[src/hdl/ets_pkg.sv]
package ets_pkg;

  localparam int unsigned MAX_STREAM_BYTES = 65536;
  localparam int unsigned OFF_W = 17;
  localparam int unsigned DIV_BITS = 30;
  localparam int unsigned DEN_W = 26;
  localparam int unsigned CNT_W = 5;

  localparam logic [13:0] REFRESH_SCALE = 14'd10000;
  localparam logic [13:0] CM_SQ_SCALE = 14'd10000;
  localparam logic [13:0] INCH_SQ = 14'd16129;     // 127 * 127, i.e. (2 * 2.54 * 25)^2
  localparam logic [31:0] DIAG_DSTEP = 32'd129032; // 8 * INCH_SQ
  localparam logic [6:0] BASE_DTD_LO = 7'd54;
  localparam logic [6:0] BASE_DTD_HI = 7'd126;
  localparam logic [7:0] CEA_TAG = 8'h02;
  localparam logic [4:0] DTD_LEN = 5'd18;
  localparam logic [4:0] DTD_TRIG = 5'd11;
  localparam logic [4:0] LETTER_MAX = 5'd26;

  // register indexes
  localparam logic REG_WIDTH = 1'b0;
  localparam logic REG_HEIGHT = 1'b1;

  typedef struct packed {
    logic take;
    logic div_load;
    logic div_step;
    logic div_end;
    logic diag_load;
    logic diag_lim;
    logic diag_step;
    logic out_load;
  } ets_cmd_t;

  typedef struct packed {
    logic div_req;
    logic div_done;
    logic diag_done;
    logic out_free;
  } ets_sts_t;

  // floor(x / 18) for x < 128 via reciprocal 57/1024
  function automatic logic [2:0] div18(input logic [6:0] x);
    logic [12:0] prod;
    prod = {6'd0, x} * 13'd57;
    return prod[12:10];
  endfunction

endpackage

[src/hdl/edid_timing_scan.sv]
// Sequence: an ordinary word is taken in idle; a matching timing descriptor adds
// a divide (multiply, 30 single-bit restoring divide steps, update).
// A last word adds the incremental diagonal search after any divide,
// then the result is loaded into the output register when that register is free.
// Throughput: one word at a time, set by the shared divider and search.
// Reset: rst_n synchronous active low; clears control and stream state, targets to 0.
module edid_timing_scan (
  input  logic        clk,
  input  logic        rst_n,
  // input channel
  input  logic        in_valid,
  output logic        in_ready,
  input  logic [7:0]  in_edid_byte,
  input  logic        in_last_byte,
  // result channel
  output logic        out_valid,
  input  logic        out_ready,
  output logic [15:0] out_refresh_hz,
  output logic [7:0]  out_diagonal_inches,
  output logic [4:0]  out_letter_first,
  output logic [4:0]  out_letter_second,
  output logic [4:0]  out_letter_third,
  // configuration port
  input  logic        psel,
  input  logic        penable,
  input  logic        pwrite,
  input  logic [2:0]  paddr,
  input  logic [31:0] pwdata,
  output logic [31:0] prdata,
  output logic        pready
);

  ets_pkg::ets_cmd_t cmd;
  ets_pkg::ets_sts_t sts;
  logic              busy;
  logic [11:0]       tgt_w_r, tgt_h_r;
  logic              cfg_wr;

  // register file: index taken from address bit 2
  assign pready = 1'b1;
  assign cfg_wr = psel && penable && pwrite;

  always_ff @(posedge clk) begin
    if (!rst_n) begin
      tgt_w_r <= '0;
      tgt_h_r <= '0;
    end else if (cfg_wr) begin
      unique case (paddr[2])
        ets_pkg::REG_WIDTH:  tgt_w_r <= pwdata[11:0];
        ets_pkg::REG_HEIGHT: tgt_h_r <= pwdata[11:0];
        default: ;
      endcase
    end
  end

  always_comb begin
    unique case (paddr[2])
      ets_pkg::REG_WIDTH:  prdata = {20'd0, tgt_w_r};
      ets_pkg::REG_HEIGHT: prdata = {20'd0, tgt_h_r};
      default:             prdata = '0;
    endcase
  end

  ets_ctrl u_ctrl (
    .clk          (clk),
    .rst_n        (rst_n),
    .in_valid     (in_valid),
    .in_last_byte (in_last_byte),
    .in_ready     (in_ready),
    .sts          (sts),
    .cmd          (cmd),
    .busy         (busy)
  );

  ets_dp u_dp (
    .clk                 (clk),
    .rst_n               (rst_n),
    .cmd                 (cmd),
    .sts                 (sts),
    .in_edid_byte        (in_edid_byte),
    .target_width        (tgt_w_r),
    .target_height       (tgt_h_r),
    .out_ready           (out_ready),
    .out_valid           (out_valid),
    .out_refresh_hz      (out_refresh_hz),
    .out_diagonal_inches (out_diagonal_inches),
    .out_letter_first    (out_letter_first),
    .out_letter_second   (out_letter_second),
    .out_letter_third    (out_letter_third)
  );

`ifndef SYNTH
  // never take a word while the divider or search is running
  a_no_take_busy: assert property (@(posedge clk) disable iff (!rst_n)
    busy |-> !in_ready) else $error("word taken while busy");

  // diagonal bounded by the largest size bytes
  a_diag_range: assert property (@(posedge clk) disable iff (!rst_n)
    out_valid |-> out_diagonal_inches <= 8'd142) else $error("diagonal out of range");

  // a result load always comes with the output register free
  a_load_free: assert property (@(posedge clk) disable iff (!rst_n)
    cmd.out_load |-> (!out_valid || out_ready)) else $error("result overwritten");

  // divide and search never overlap with taking a word
  a_cmd_excl: assert property (@(posedge clk) disable iff (!rst_n)
    $onehot0({cmd.take, cmd.div_step, cmd.diag_step, cmd.out_load}))
    else $error("conflicting commands");
`endif

endmodule

[src/hdl/ets_ctrl.sv]
module ets_ctrl (
  input  logic             clk,
  input  logic             rst_n,
  input  logic             in_valid,
  input  logic             in_last_byte,
  output logic             in_ready,
  input  ets_pkg::ets_sts_t sts,
  output ets_pkg::ets_cmd_t cmd,
  output logic             busy
);

  localparam logic [2:0] S_IDLE  = 3'd0;
  localparam logic [2:0] S_DLOAD = 3'd1;
  localparam logic [2:0] S_DSTEP = 3'd2;
  localparam logic [2:0] S_DEND  = 3'd3;
  localparam logic [2:0] S_GLOAD = 3'd4;
  localparam logic [2:0] S_GLIM  = 3'd5;
  localparam logic [2:0] S_GSTEP = 3'd6;
  localparam logic [2:0] S_OUT   = 3'd7;

  logic [2:0] state_r, state_nxt;
  logic       last_r, last_nxt;

  always_ff @(posedge clk) begin
    if (!rst_n) begin
      state_r <= S_IDLE;
      last_r <= 1'b0;
    end else begin
      state_r <= state_nxt;
      last_r <= last_nxt;
    end
  end

  assign in_ready = (state_r == S_IDLE);
  assign busy = (state_r != S_IDLE);

  always_comb begin
    state_nxt = state_r;
    last_nxt = last_r;
    cmd = '0;
    unique case (state_r)
      S_IDLE: begin
        if (in_valid) begin
          cmd.take = 1'b1;
          last_nxt = in_last_byte;
          if (sts.div_req) state_nxt = S_DLOAD;
          else if (in_last_byte) state_nxt = S_GLOAD;
        end
      end
      S_DLOAD: begin
        cmd.div_load = 1'b1;
        state_nxt = S_DSTEP;
      end
      S_DSTEP: begin
        cmd.div_step = 1'b1;
        if (sts.div_done) state_nxt = S_DEND;
      end
      S_DEND: begin
        cmd.div_end = 1'b1;
        state_nxt = last_r ? S_GLOAD : S_IDLE;
      end
      S_GLOAD: begin
        cmd.diag_load = 1'b1;
        state_nxt = S_GLIM;
      end
      S_GLIM: begin
        cmd.diag_lim = 1'b1;
        state_nxt = S_GSTEP;
      end
      S_GSTEP: begin
        if (sts.diag_done) state_nxt = S_OUT;
        else cmd.diag_step = 1'b1;
      end
      S_OUT: begin
        if (sts.out_free) begin
          cmd.out_load = 1'b1;
          state_nxt = S_IDLE;
        end
      end
      default: state_nxt = S_IDLE;
    endcase
  end

endmodule

[src/hdl/ets_dp.sv]
module ets_dp (
  input  logic              clk,
  input  logic              rst_n,
  input  ets_pkg::ets_cmd_t cmd,
  output ets_pkg::ets_sts_t sts,
  input  logic [7:0]        in_edid_byte,
  input  logic [11:0]       target_width,
  input  logic [11:0]       target_height,
  input  logic              out_ready,
  output logic              out_valid,
  output logic [15:0]       out_refresh_hz,
  output logic [7:0]        out_diagonal_inches,
  output logic [4:0]        out_letter_first,
  output logic [4:0]        out_letter_second,
  output logic [4:0]        out_letter_third
);

  logic [ets_pkg::OFF_W-1:0] off_r, off_nxt;
  logic [7:0]  desc_r [8];
  logic [15:0] best_r, best_nxt;
  logic [15:0] pend_r, pend_nxt;
  logic        tag_ok_r, tag_ok_nxt;
  logic [7:0]  start_r, start_nxt;
  logic [7:0]  size_r [2];
  logic [7:0]  vend_r [2];
  logic        div_ext_r;

  // divider
  logic [ets_pkg::DIV_BITS-1:0] num_r, quo_r;
  logic [ets_pkg::DEN_W-1:0]    den_r;
  logic [ets_pkg::DEN_W:0]      rem_r, rem_sh;
  logic [ets_pkg::CNT_W-1:0]    cnt_r;
  logic [15:0]                  quo_sat;

  // diagonal search
  logic [16:0] sq_r;
  logic [31:0] lim_r, s_r, d_r;
  logic [7:0]  n_r;
  logic        size_zero;

  logic        out_valid_r;
  logic [15:0] o_ref_r;
  logic [7:0]  o_diag_r;
  logic [4:0]  o_l1_r, o_l2_r, o_l3_r;

  // byte decode
  logic        in_range, base_hit, ext_hit, dtd_hit;
  logic [6:0]  p, rel;
  logic [2:0]  j;
  logic [4:0]  r;
  logic [9:0]  dtd_end;
  logic [15:0] pclk;
  logic [11:0] hact, vact;
  logic [12:0] htot, vtot;
  logic        match;
  logic [15:0] word;

  assign p = off_r[6:0];
  assign in_range = (off_r < ets_pkg::OFF_W'(ets_pkg::MAX_STREAM_BYTES));

  always_comb begin
    base_hit = 1'b0;
    ext_hit = 1'b0;
    rel = '0;
    if (off_r < ets_pkg::OFF_W'(ets_pkg::BASE_DTD_HI) &&
        off_r >= ets_pkg::OFF_W'(ets_pkg::BASE_DTD_LO)) begin
      base_hit = 1'b1;
      rel = p - ets_pkg::BASE_DTD_LO;
    end else if (off_r >= ets_pkg::OFF_W'(128) && p != 7'd0 && p != 7'd2 &&
                 tag_ok_r && start_r >= 8'd4 && {1'b0, p} >= start_r) begin
      rel = p - start_r[6:0];
      ext_hit = 1'b1;
    end
  end

  assign j = ets_pkg::div18(rel);
  assign r = 5'(rel - 7'({4'd0, j} * 7'd18));
  assign dtd_end = {2'd0, start_r} + 10'({7'd0, j} + 10'd1) * 10'd18;
  assign dtd_hit = base_hit || (ext_hit && dtd_end <= 10'd128);

  assign pclk = {desc_r[1], desc_r[0]};
  assign hact = {desc_r[4][7:4], desc_r[2]};
  assign vact = {desc_r[7][7:4], desc_r[5]};
  assign htot = {1'b0, hact} + {1'b0, desc_r[4][3:0], desc_r[3]};
  assign vtot = {1'b0, vact} + {1'b0, desc_r[7][3:0], desc_r[6]};
  assign match = pclk != 16'd0 && hact == target_width && vact == target_height &&
                 htot != 13'd0 && vtot != 13'd0;

  assign sts.div_req = in_range && dtd_hit && r == ets_pkg::DTD_TRIG && match;
  assign sts.div_done = (cnt_r == ets_pkg::CNT_W'(ets_pkg::DIV_BITS - 1));
  assign sts.diag_done = (s_r > lim_r);
  assign sts.out_free = !out_valid_r || out_ready;

  assign rem_sh = {rem_r[ets_pkg::DEN_W-1:0], num_r[ets_pkg::DIV_BITS-1]};
  assign quo_sat = (quo_r > ets_pkg::DIV_BITS'(16'hFFFF)) ? 16'hFFFF : quo_r[15:0];

  // stream state
  always_comb begin
    off_nxt = off_r;
    best_nxt = best_r;
    pend_nxt = pend_r;
    tag_ok_nxt = tag_ok_r;
    start_nxt = start_r;
    if (cmd.take && in_range) begin
      off_nxt = off_r + 1'b1;
      if (off_r >= ets_pkg::OFF_W'(128)) begin
        if (p == 7'd0) begin
          pend_nxt = '0;
          tag_ok_nxt = (in_edid_byte == ets_pkg::CEA_TAG);
          start_nxt = '0;
        end else if (p == 7'd2) begin
          start_nxt = in_edid_byte;
        end
        if (p == 7'd127 && pend_r > best_r) best_nxt = pend_r;
      end
    end
    if (cmd.div_end) begin
      if (div_ext_r) begin
        if (quo_sat > pend_r) pend_nxt = quo_sat;
      end else if (quo_sat > best_r) begin
        best_nxt = quo_sat;
      end
    end
    if (cmd.out_load) begin
      off_nxt = '0;
      best_nxt = '0;
      pend_nxt = '0;
      tag_ok_nxt = 1'b0;
      start_nxt = '0;
    end
  end

  always_ff @(posedge clk) begin
    if (!rst_n) begin
      off_r <= '0;
      best_r <= '0;
      pend_r <= '0;
      tag_ok_r <= 1'b0;
      start_r <= '0;
      size_r[0] <= '0;
      size_r[1] <= '0;
      vend_r[0] <= '0;
      vend_r[1] <= '0;
      out_valid_r <= 1'b0;
    end else begin
      off_r <= off_nxt;
      best_r <= best_nxt;
      pend_r <= pend_nxt;
      tag_ok_r <= tag_ok_nxt;
      start_r <= start_nxt;
      if (cmd.out_load) begin
        size_r[0] <= '0;
        size_r[1] <= '0;
        vend_r[0] <= '0;
        vend_r[1] <= '0;
      end else if (cmd.take && in_range) begin
        if (off_r == ets_pkg::OFF_W'(8)) vend_r[0] <= in_edid_byte;
        if (off_r == ets_pkg::OFF_W'(9)) vend_r[1] <= in_edid_byte;
        if (off_r == ets_pkg::OFF_W'(21)) size_r[0] <= in_edid_byte;
        if (off_r == ets_pkg::OFF_W'(22)) size_r[1] <= in_edid_byte;
      end
      if (cmd.out_load) out_valid_r <= 1'b1;
      else if (out_ready) out_valid_r <= 1'b0;
    end
  end

  // payload
  always_ff @(posedge clk) begin
    if (cmd.take && in_range && dtd_hit && r < 5'd8) desc_r[r[2:0]] <= in_edid_byte;
    if (cmd.take) div_ext_r <= ext_hit;
    if (cmd.div_load) begin
      num_r <= ets_pkg::DIV_BITS'({14'd0, pclk} * {16'd0, ets_pkg::REFRESH_SCALE});
      den_r <= {13'd0, htot} * {13'd0, vtot};
      rem_r <= '0;
      quo_r <= '0;
      cnt_r <= '0;
    end else if (cmd.div_step) begin
      num_r <= {num_r[ets_pkg::DIV_BITS-2:0], 1'b0};
      cnt_r <= cnt_r + 1'b1;
      if (rem_sh >= {1'b0, den_r}) begin
        rem_r <= rem_sh - {1'b0, den_r};
        quo_r <= {quo_r[ets_pkg::DIV_BITS-2:0], 1'b1};
      end else begin
        rem_r <= rem_sh;
        quo_r <= {quo_r[ets_pkg::DIV_BITS-2:0], 1'b0};
      end
    end
    if (cmd.diag_load) begin
      sq_r <= 17'({8'd0, size_r[0]} * {8'd0, size_r[0]}) +
              17'({8'd0, size_r[1]} * {8'd0, size_r[1]});
    end
    if (cmd.diag_lim) begin
      lim_r <= 32'({15'd0, sq_r} * {18'd0, ets_pkg::CM_SQ_SCALE});
      s_r <= {18'd0, ets_pkg::INCH_SQ};
      d_r <= ets_pkg::DIAG_DSTEP;
      n_r <= '0;
    end else if (cmd.diag_step) begin
      s_r <= s_r + d_r;
      d_r <= d_r + ets_pkg::DIAG_DSTEP;
      n_r <= n_r + 1'b1;
    end
    if (cmd.out_load) begin
      o_ref_r <= best_r;
      o_diag_r <= size_zero ? 8'd0 : n_r;
      o_l1_r <= (off_r >= ets_pkg::OFF_W'(10) && word[14:10] != 5'd0 &&
                 word[14:10] <= ets_pkg::LETTER_MAX) ? word[14:10] : 5'd0;
      o_l2_r <= (off_r >= ets_pkg::OFF_W'(10) && word[9:5] != 5'd0 &&
                 word[9:5] <= ets_pkg::LETTER_MAX) ? word[9:5] : 5'd0;
      o_l3_r <= (off_r >= ets_pkg::OFF_W'(10) && word[4:0] != 5'd0 &&
                 word[4:0] <= ets_pkg::LETTER_MAX) ? word[4:0] : 5'd0;
    end
  end

  assign size_zero = (size_r[0] == 8'd0) || (size_r[1] == 8'd0);
  assign word = {vend_r[0], vend_r[1]};

  assign out_valid = out_valid_r;
  assign out_refresh_hz = o_ref_r;
  assign out_diagonal_inches = o_diag_r;
  assign out_letter_first = o_l1_r;
  assign out_letter_second = o_l2_r;
  assign out_letter_third = o_l3_r;

endmodule
[config.mk]
export PLATFORM = sky130hd
export DESIGN_NAME = edid_timing_scan
export DESIGN_NICKNAME = d
export VERILOG_FILES = /design/src/hdl/ets_pkg.sv /design/src/hdl/edid_timing_scan.sv /design/src/hdl/ets_ctrl.sv /design/src/hdl/ets_dp.sv
export SDC_FILE = /design/constraint.sdc
export NUM_CORES = 2
export LEC_CHECK = 0
export BUFFER_PORTS_ARGS = -buffer_cell sky130_fd_sc_hd__buf_2
export CAP_MARGIN = 0
export CORE_MARGIN = 5
export CORE_UTILIZATION = 60
export DETAILED_ROUTE_END_ITERATION = 7
export PLACE_DENSITY = 0.76
export SYNTH_ARGS = -nofsm -noshare
export SYNTH_HDL_FRONTEND = slang
export SYNTH_SLANG_ARGS = --single-unit
export TNS_END_PERCENT = 5
[constraint.sdc]
create_clock -name clk -period 12.1 [get_ports clk]
set_input_delay 1.21 -clock clk [delete_from_list [all_inputs] [get_ports clk]]
set_output_delay 1.21 -clock clk [all_outputs]
set_load 0.03 [all_outputs]
# Word-level counts from Yosys, hierarchy flattened
# Memory sizes are Yosys's and may differ from the RTL's.
# Index checks and enable logic that the tools add are counted.
[totals]
reg_bits = 356
ram_bits = 96
elab_cells = 234
n_memories = 3
[classes]
n_addsub = 14
mul = 8
n_lt_le_gt_ge = 18
n_eq_ne = 24
n_mux = 80
bitwise = 10
n_reduce_logical = 51
[memory_table]
columns = ["memory", "words", "width", "rd", "rd_clocked_by_memory_dff", "write_ports", "line_no", "rtl"]
rows = [
  ["u_dp.desc_r", 8, 8, 8, 0, 1, "ets_dp.sv:19", "logic [7:0] desc_r [8];"],
  ["u_dp.size_r", 2, 8, 2, 0, 2, "ets_dp.sv:24", "logic [7:0] size_r [2];"],
  ["u_dp.vend_r", 2, 8, 2, 0, 2, "ets_dp.sv:25", "logic [7:0] vend_r [2];"],
]
[ops]
columns = ["cell", "n"]
rows = [
  ["$mux 16", 13],
  ["$mux 8", 10],
  ["$pmux 32 s2", 1],
  ["$mux 30", 2],
  ["$gt 16x16->1", 3],
  ["$mux 1", 43],
  ["$eq 17x4->1 const B", 2],
  ["$eq 17x5->1 const B", 2],
  ["$add 32x17->32 const B", 1],
  ["$add 32x32->32", 1],
  ["$gt 32x31->1", 1],
  ["$mul 8x8->16", 2],
  ["$gt 30x16->1 const B", 1],
  ["$ge 27x26->1", 1],
  ["$mul 17x10->27 const B", 1],
  ["$add 12x12->13", 2],
  ["$logic_and 1x1->1", 26],
  ["$mul 13x13->26", 1],
  ["$mul 16x10->26 const B", 1],
  ["$mux 26", 1],
  ["$reduce_bool 13->1", 2],
  ["$sub 26x26->26", 1],
  ["$eq 12x12->1", 2],
  ["$pmux 3 s8", 1],
  ["50 further kinds", 84],
]

# Depth between registers and ports, before layout
[depth]
depth_word = 21
ltp_mapped = 37
depth_no_buf = 36

# By module
# From an unflattened synthesis, not the netlist that was laid out.
[unflattened]
cells_unflattened = 4010
area_unflattened_um2 = 38393.1
[by_module_without_submodules]
columns = ["mod", "n_inst", "cells_each", "area_each_um2", "seq_area_each_um2"]
rows = [
  ["ets_dp", 1, 3838, 36784.0, 10660.2],
  ["edid_timing_scan", 1, 128, 1241.2, 480.5],
  ["ets_ctrl", 1, 44, 367.9, 80.1],
]

# Worst setup path after synthesis
# No wires, ideal clock.
[synth_path]
path_type = "reg2reg"
startpoint = "register u_dp.off_r[0] (netlist bit)"
endpoint = "memory u_dp.desc_r[2][0], enable pin"
arrival_ns = 8.047
required_ns = 11.717
path_slack_ns = 3.669
path_stages_with_launch = 34
synth_period_minus_slack_ns = 8.431
cell_sequence = "dfxtp_1 -> clkbuf_1 -> inv_1 -> ha_1 -> inv_1 -> fa_1 -> a21oi_1 -> o22ai_1 -> o22ai_1 -> nor3_2 -> a22oi_1 -> inv_1 -> fa_1 -> ha_1 -> ha_1 -> ha_1 -> a2111o_1 -> a21oi_1 -> o22ai_1 -> nor3_1 -> inv_1 -> ha_1 -> ha_1 -> a21o_1 -> a21oi_1 -> o21bai_1 -> a21oi_1 -> xnor2_1 -> nand4_1 -> a221o_1 -> inv_1 -> a21oi_1 -> or4_2 -> nor3_1"
[synth_rtl]
columns = ["element", "line_no", "rtl"]
rows = [
  ["start: declaration", "ets_dp.sv:18", "logic [ets_pkg::OFF_W-1:0] off_r, off_nxt;"],
  ["start signal: assignment", "ets_dp.sv:146", "off_r <= off_nxt;"],
  ["$ge 17x8->1 or $reduce_bool 7->1 (tied branches)", "ets_dp.sv:69", "end else if (off_r >= ets_pkg::OFF_W'(128) && p != 7'd0 && p != 7'd2 &&"],
  ["$logic_and 1x1->1 (3 in series)", "ets_dp.sv:69", ""],
  ["$logic_and 1x1->1 (2 in series)", "ets_dp.sv:70", "tag_ok_r && start_r >= 8'd4 && {1'b0, p} >= start_r) begin"],
  ["$mux 1", "ets_dp.sv:69", ""],
  ["$mux 1 (*)", "ets_dp.sv:65", "if (off_r < ets_pkg::OFF_W'(ets_pkg::BASE_DTD_HI) &&"],
  ["net u_dp.ext_hit", "ets_dp.sv:47", "logic in_range, base_hit, ext_hit, dtd_hit;"],
  ["$logic_and 1x1->1 (*)", "ets_dp.sv:79", "assign dtd_hit = base_hit || (ext_hit && dtd_end <= 10'd128);"],
  ["$logic_or 1x1->1 (*)", "ets_dp.sv:79", ""],
  ["$logic_and 1x1->1 (*) (2 in series)", "ets_dp.sv:169", "if (cmd.take && in_range && dtd_hit && r < 5'd8) desc_r[r[2:0]] <= in_edid_byte;"],
  ["$mux 1 (*)", "ets_dp.sv:169", ""],
  ["$mux 1 (implied by the code) (*)", "ets_dp.sv:169", ""],
  ["end: declaration", "ets_dp.sv:19", ""],
]
# Mark *: on every way through the listed nets, which the timed path passes. The rest lies on a longest branch.

# Worst setup path after layout
[layout_path]
startpoint = "register u_dp.off_r[0] (netlist bit)"
endpoint = "memory u_dp.desc_r[2][2], enable pin"
# Same word-level chain as after synthesis.

==> results.md <==
- Outcome: finished, final reports clean
- Clock tree from TritonCTS: done
- Slowest cell on the critical path: sky130_fd_sc_hd__nor3_1
- Count of max-cap constraint violations: 0
- Cell accounting for the most synthesized area: sky130_fd_sc_hd__edfxtp_1
- Die extent in y: 262.3 um
- Count of unresolved DRC violations after routing: 0
- Detailed-route wire length: 79.04 mm
- Remaining global-route overflow: 0
- Ratio of final minimum period to clock period: 80.20%
- Final Hold Fails: 0
- Share of final-layout standard cells stronger than drive strength 1: 6.726%
- Worst Setup Slack, final: 2.396 ns
- Final worst hold slack: 0.4595 ns
- CP Class: reg2reg
- Maximum fanout along the worst path: 9
- Site Rows: 92
- Global-route wire length before repair: 133.0 mm
- Gate Count Post-Synth: 4042
- Number of global-route vias before repair: 27156
- Highest attainable clock frequency: 103.1 MHz
- Post-synth cell types: 92
- IR drop worst, VDD: 0.3779 mV
- Count of yosys warnings during synthesis: 0
- Relative slew margins: 16.59%
- Vias per cell: 5.490
- Top post-synthesis cells by count: sky130_fd_sc_hd__inv_1, sky130_fd_sc_hd__ha_1, sky130_fd_sc_hd__nand2_1
- PD cells: 230.5 mW/mm^2
- Post-CTS setup buffers: 0
- Worst setup slack after placement: 2.507 ns
- Biggest area contributors in the synthesized netlist: sky130_fd_sc_hd__edfxtp_1, sky130_fd_sc_hd__ha_1, sky130_fd_sc_hd__fa_1, sky130_fd_sc_hd__dfxtp_1, sky130_fd_sc_hd__inv_1
- Total standard cell area after synthesis: 0.03818 sq mm
- Clock group share of total power: 16.6%
- Clock skew: 0.02702 ns
- IO Count: 125
- Root buf cell: sky130_fd_sc_hd__clkbuf_16
- Setup violators final: 0
- Most used DFF post-synth: sky130_fd_sc_hd__edfxtp_1
- Crit path arrival time: 9.90 ns
- Critical path launch point type: flop
- Cts bufs inserted: 50
- Global-route usage over all layers: 22.79%
- Switching share of total power: 41.30%
- Fraction of registers with async set or reset after synthesis: 0%
- Maximum number of buffers from clock root to sink: 3
- Clock period minus final worst setup slack: 9.704 ns
- Core footprint: 0.06308 sq mm
- Total of hold buffers inserted after clock tree synthesis: 0
- Initial core utilization: 60.53%
- Critical path capture point type: flop
- Largest stage delay, worst path: 0.83 ns
- Last weighted congestion value of the routability-driven placer: 0.8721
- Proportion of netlist area held by the largest area contributor: 18.17%
- Switching pwr: 3915 uW
- Reported leakage power: 0.01986 uW
- Cell type group with the largest total delay on the critical path: compound AO/OA/AOI/OAI gates
- Worst hold path type: reg2reg
- Initial antenna violation count: 3
- Transition time of the tightest slew-check pin: 1.251 ns
- Gate power share: 58.4%
- # nets final: 4907
- Layout Area Growth over Synthesis: 7.717%
- Floorplan die area: 0.06879 sq mm
- Post-detail-place hpwl: 60.12 mm
- Final Max Slew Viols: 0
- Number of DRC violations after detailed-routing iteration 0: 1423
- Routed wire per std cell: 15.87 um
- Share of power burned in registers: 25.0%
- Setup repair after global routing missed its margin: false
- Post-synthesis register bit count: 445
- Int Pwr: 5566 uW
- Die span in x: 262.3 um
- Required time reported for the critical path endpoint: 12.29 ns
- Number of enable-type register cells in the synthesized netlist: 231
- CP bufs+invs: 6
- Post-CTS sizing: 0
- Count of nets left with antenna violations after detail routing: 0
- Via count: 27344
- Maximum number of pins on one net before global-route repair: 69
- Final sum of negative setup slack: 0 ns
- Most frequent cell after synthesis: sky130_fd_sc_hd__inv_1
- Number of iterations in the first detailed-routing pass: 5
- Portion of the post-synthesis area used by sequential elements: 29.39%
- Clock slew at reported path FFs: 0.06 ns
- CTS H-tree depth: 2
- Avg Cell Area, Syn: 9.447 sq um
- CTS sink count: 445
- Worst-Skew Late Latency: 0.60 ns
- Port Buffer Count: 81
-- power groups by stage --
stage | logic [uW] | clock network, uW | registers (uW)
2_1_floorplan | 4560 | 0 | 2320
3_3_place_gp | 5320 | 0 | 2400
3_5_place_dp | 5510 | 0 | 2400
4_1_cts | 5590 | 1600 | 2370
5_1_grt | 6510 | 1660 | 2400
6_report | 5530 | 1570 | 2370
-- final cells by class --
| cell class | count | area (sq um) |
|---|---|---|
| multi-input cells | 2873 | 24200 |
| diodes | 2 | 5.005 |
| well taps | 846 | 1059 |
| clock inverters | 28 | 342.8 |
| fillers | 5074 | 21950 |
| flip-flops and latches | 445 | 11220 |
| repair buffers | 114 | 653.1 |
| inverters | 609 | 2286 |
| clock buffers | 64 | 1365 |
-- layout by cell type, fill, tap and decap left out, types with 22 or more instances in the layout --
| cell | netlist | final |
|---|---|---|
| sky130_fd_sc_hd__a21boi_0 | 31 | 31 |
| sky130_fd_sc_hd__a21o_1 | 58 | 58 |
| sky130_fd_sc_hd__a21oi_1 | 216 | 216 |
| sky130_fd_sc_hd__and2_1 | 122 | 122 |
| sky130_fd_sc_hd__and3_1 | 27 | 27 |
| sky130_fd_sc_hd__buf_2 | 3 | 81 |
| sky130_fd_sc_hd__buf_4 | 21 | 33 |
| sky130_fd_sc_hd__clkbuf_16 | 0 | 51 |
| sky130_fd_sc_hd__conb_1 | 2 | 22 |
| sky130_fd_sc_hd__dfxtp_1 | 214 | 214 |
| sky130_fd_sc_hd__edfxtp_1 | 231 | 231 |
| sky130_fd_sc_hd__fa_1 | 282 | 282 |
| sky130_fd_sc_hd__ha_1 | 481 | 481 |
| sky130_fd_sc_hd__inv_1 | 607 | 605 |
| sky130_fd_sc_hd__mux2i_1 | 65 | 65 |
| sky130_fd_sc_hd__nand2_1 | 418 | 418 |
| sky130_fd_sc_hd__nand2b_1 | 36 | 36 |
| sky130_fd_sc_hd__nand3_1 | 72 | 71 |
| sky130_fd_sc_hd__nand4_1 | 38 | 38 |
| sky130_fd_sc_hd__nor2_1 | 211 | 209 |
| sky130_fd_sc_hd__nor2b_1 | 52 | 51 |
| sky130_fd_sc_hd__nor3_1 | 55 | 53 |
| sky130_fd_sc_hd__nor4_1 | 24 | 24 |
| sky130_fd_sc_hd__o21a_1 | 40 | 40 |
| sky130_fd_sc_hd__o21ai_0 | 139 | 139 |
| sky130_fd_sc_hd__o21bai_1 | 22 | 22 |
| sky130_fd_sc_hd__or2_2 | 27 | 27 |
| sky130_fd_sc_hd__xnor2_1 | 134 | 131 |
| sky130_fd_sc_hd__xor2_1 | 90 | 90 |
-- logic make-up after synthesis --
kind of cell,Yosys count,synth area share (%)
AOI/OAI and AO/OA,639,10.52
xor gates and xnor gates,226,5.240
adders and majority gates,763,30.55
buffers and inverters,744,7.586
DFF,445,29.39
muxes,81,2.186
other,2,0.01967
and+or+nand+nor,1142,14.52
-- worst paths after layout --
kind,depth (start not counted),endpoint,slack [ns],startpoint
hold / removal,2,u_dp.rem_r[25],0.46,u_dp.rem_r[25]
setup reg to reg,36,u_dp.desc_r[2][2],2.40,u_dp.off_r[0]
hold reg to reg,2,u_dp.rem_r[25],0.46,u_dp.rem_r[25]
setup / recovery,36,u_dp.desc_r[2][2],2.40,u_dp.off_r[0]
-- worst register-to-register path, delay by kind of cell (launching register included) --
kind	cells	cell delay, ns
AOI/OAI and AO/OA	15	3.28
adders and majority gates	8	2.54
and+or+nand+nor	5	2.26
buffers and inverters	6	0.50
DFF	1	0.42
xor gates and xnor gates	2	0.29
-- metal layers --
metal  share of wire (%)  vias up  track usage (%)
met5               0.016        -                0
met4                 2.3        2            5.766
met3                 5.2      132            3.430
met2                  47      564            38.38
met1                  45    13065            31.23
li1                    -    13581                -
-- metrics by stage --
stage	utilization (%)	area [sq um]	std cells	total power, uW
floorplan	-	38260	4062	6880
global placement	62.49	39420	4887	7720
detailed placement	62.49	39420	4887	7912
CTS	65.20	41130	4979	9564
global route	65.20	41130	4979	10580
finish	65.20	41130	4981	9481
-- registers in the layout (all words and copies together), names as in the netlist, 5 cells and up --
signal                    count
tgt_h_r                      12
tgt_w_r                      12
u_dp.best_r                  16
u_dp.cnt_r                    5
u_dp.d_r                     29
u_dp.den_r                   26
u_dp.desc_r                  64
u_dp.lim_r                   27
u_dp.n_r                      8
u_dp.num_r                   26
u_dp.off_r                   17
u_dp.out_diagonal_inches      8
u_dp.out_letter_first         5
u_dp.out_letter_second        5
u_dp.out_letter_third         5
u_dp.out_refresh_hz          16
u_dp.pend_r                  16
u_dp.quo_r                   30
u_dp.rem_r                   26
u_dp.s_r                     29
u_dp.size_r                  16
u_dp.sq_r                    17
u_dp.start_r                  8
u_dp.vend_r                  15
(Power assumes the default switching activity.)
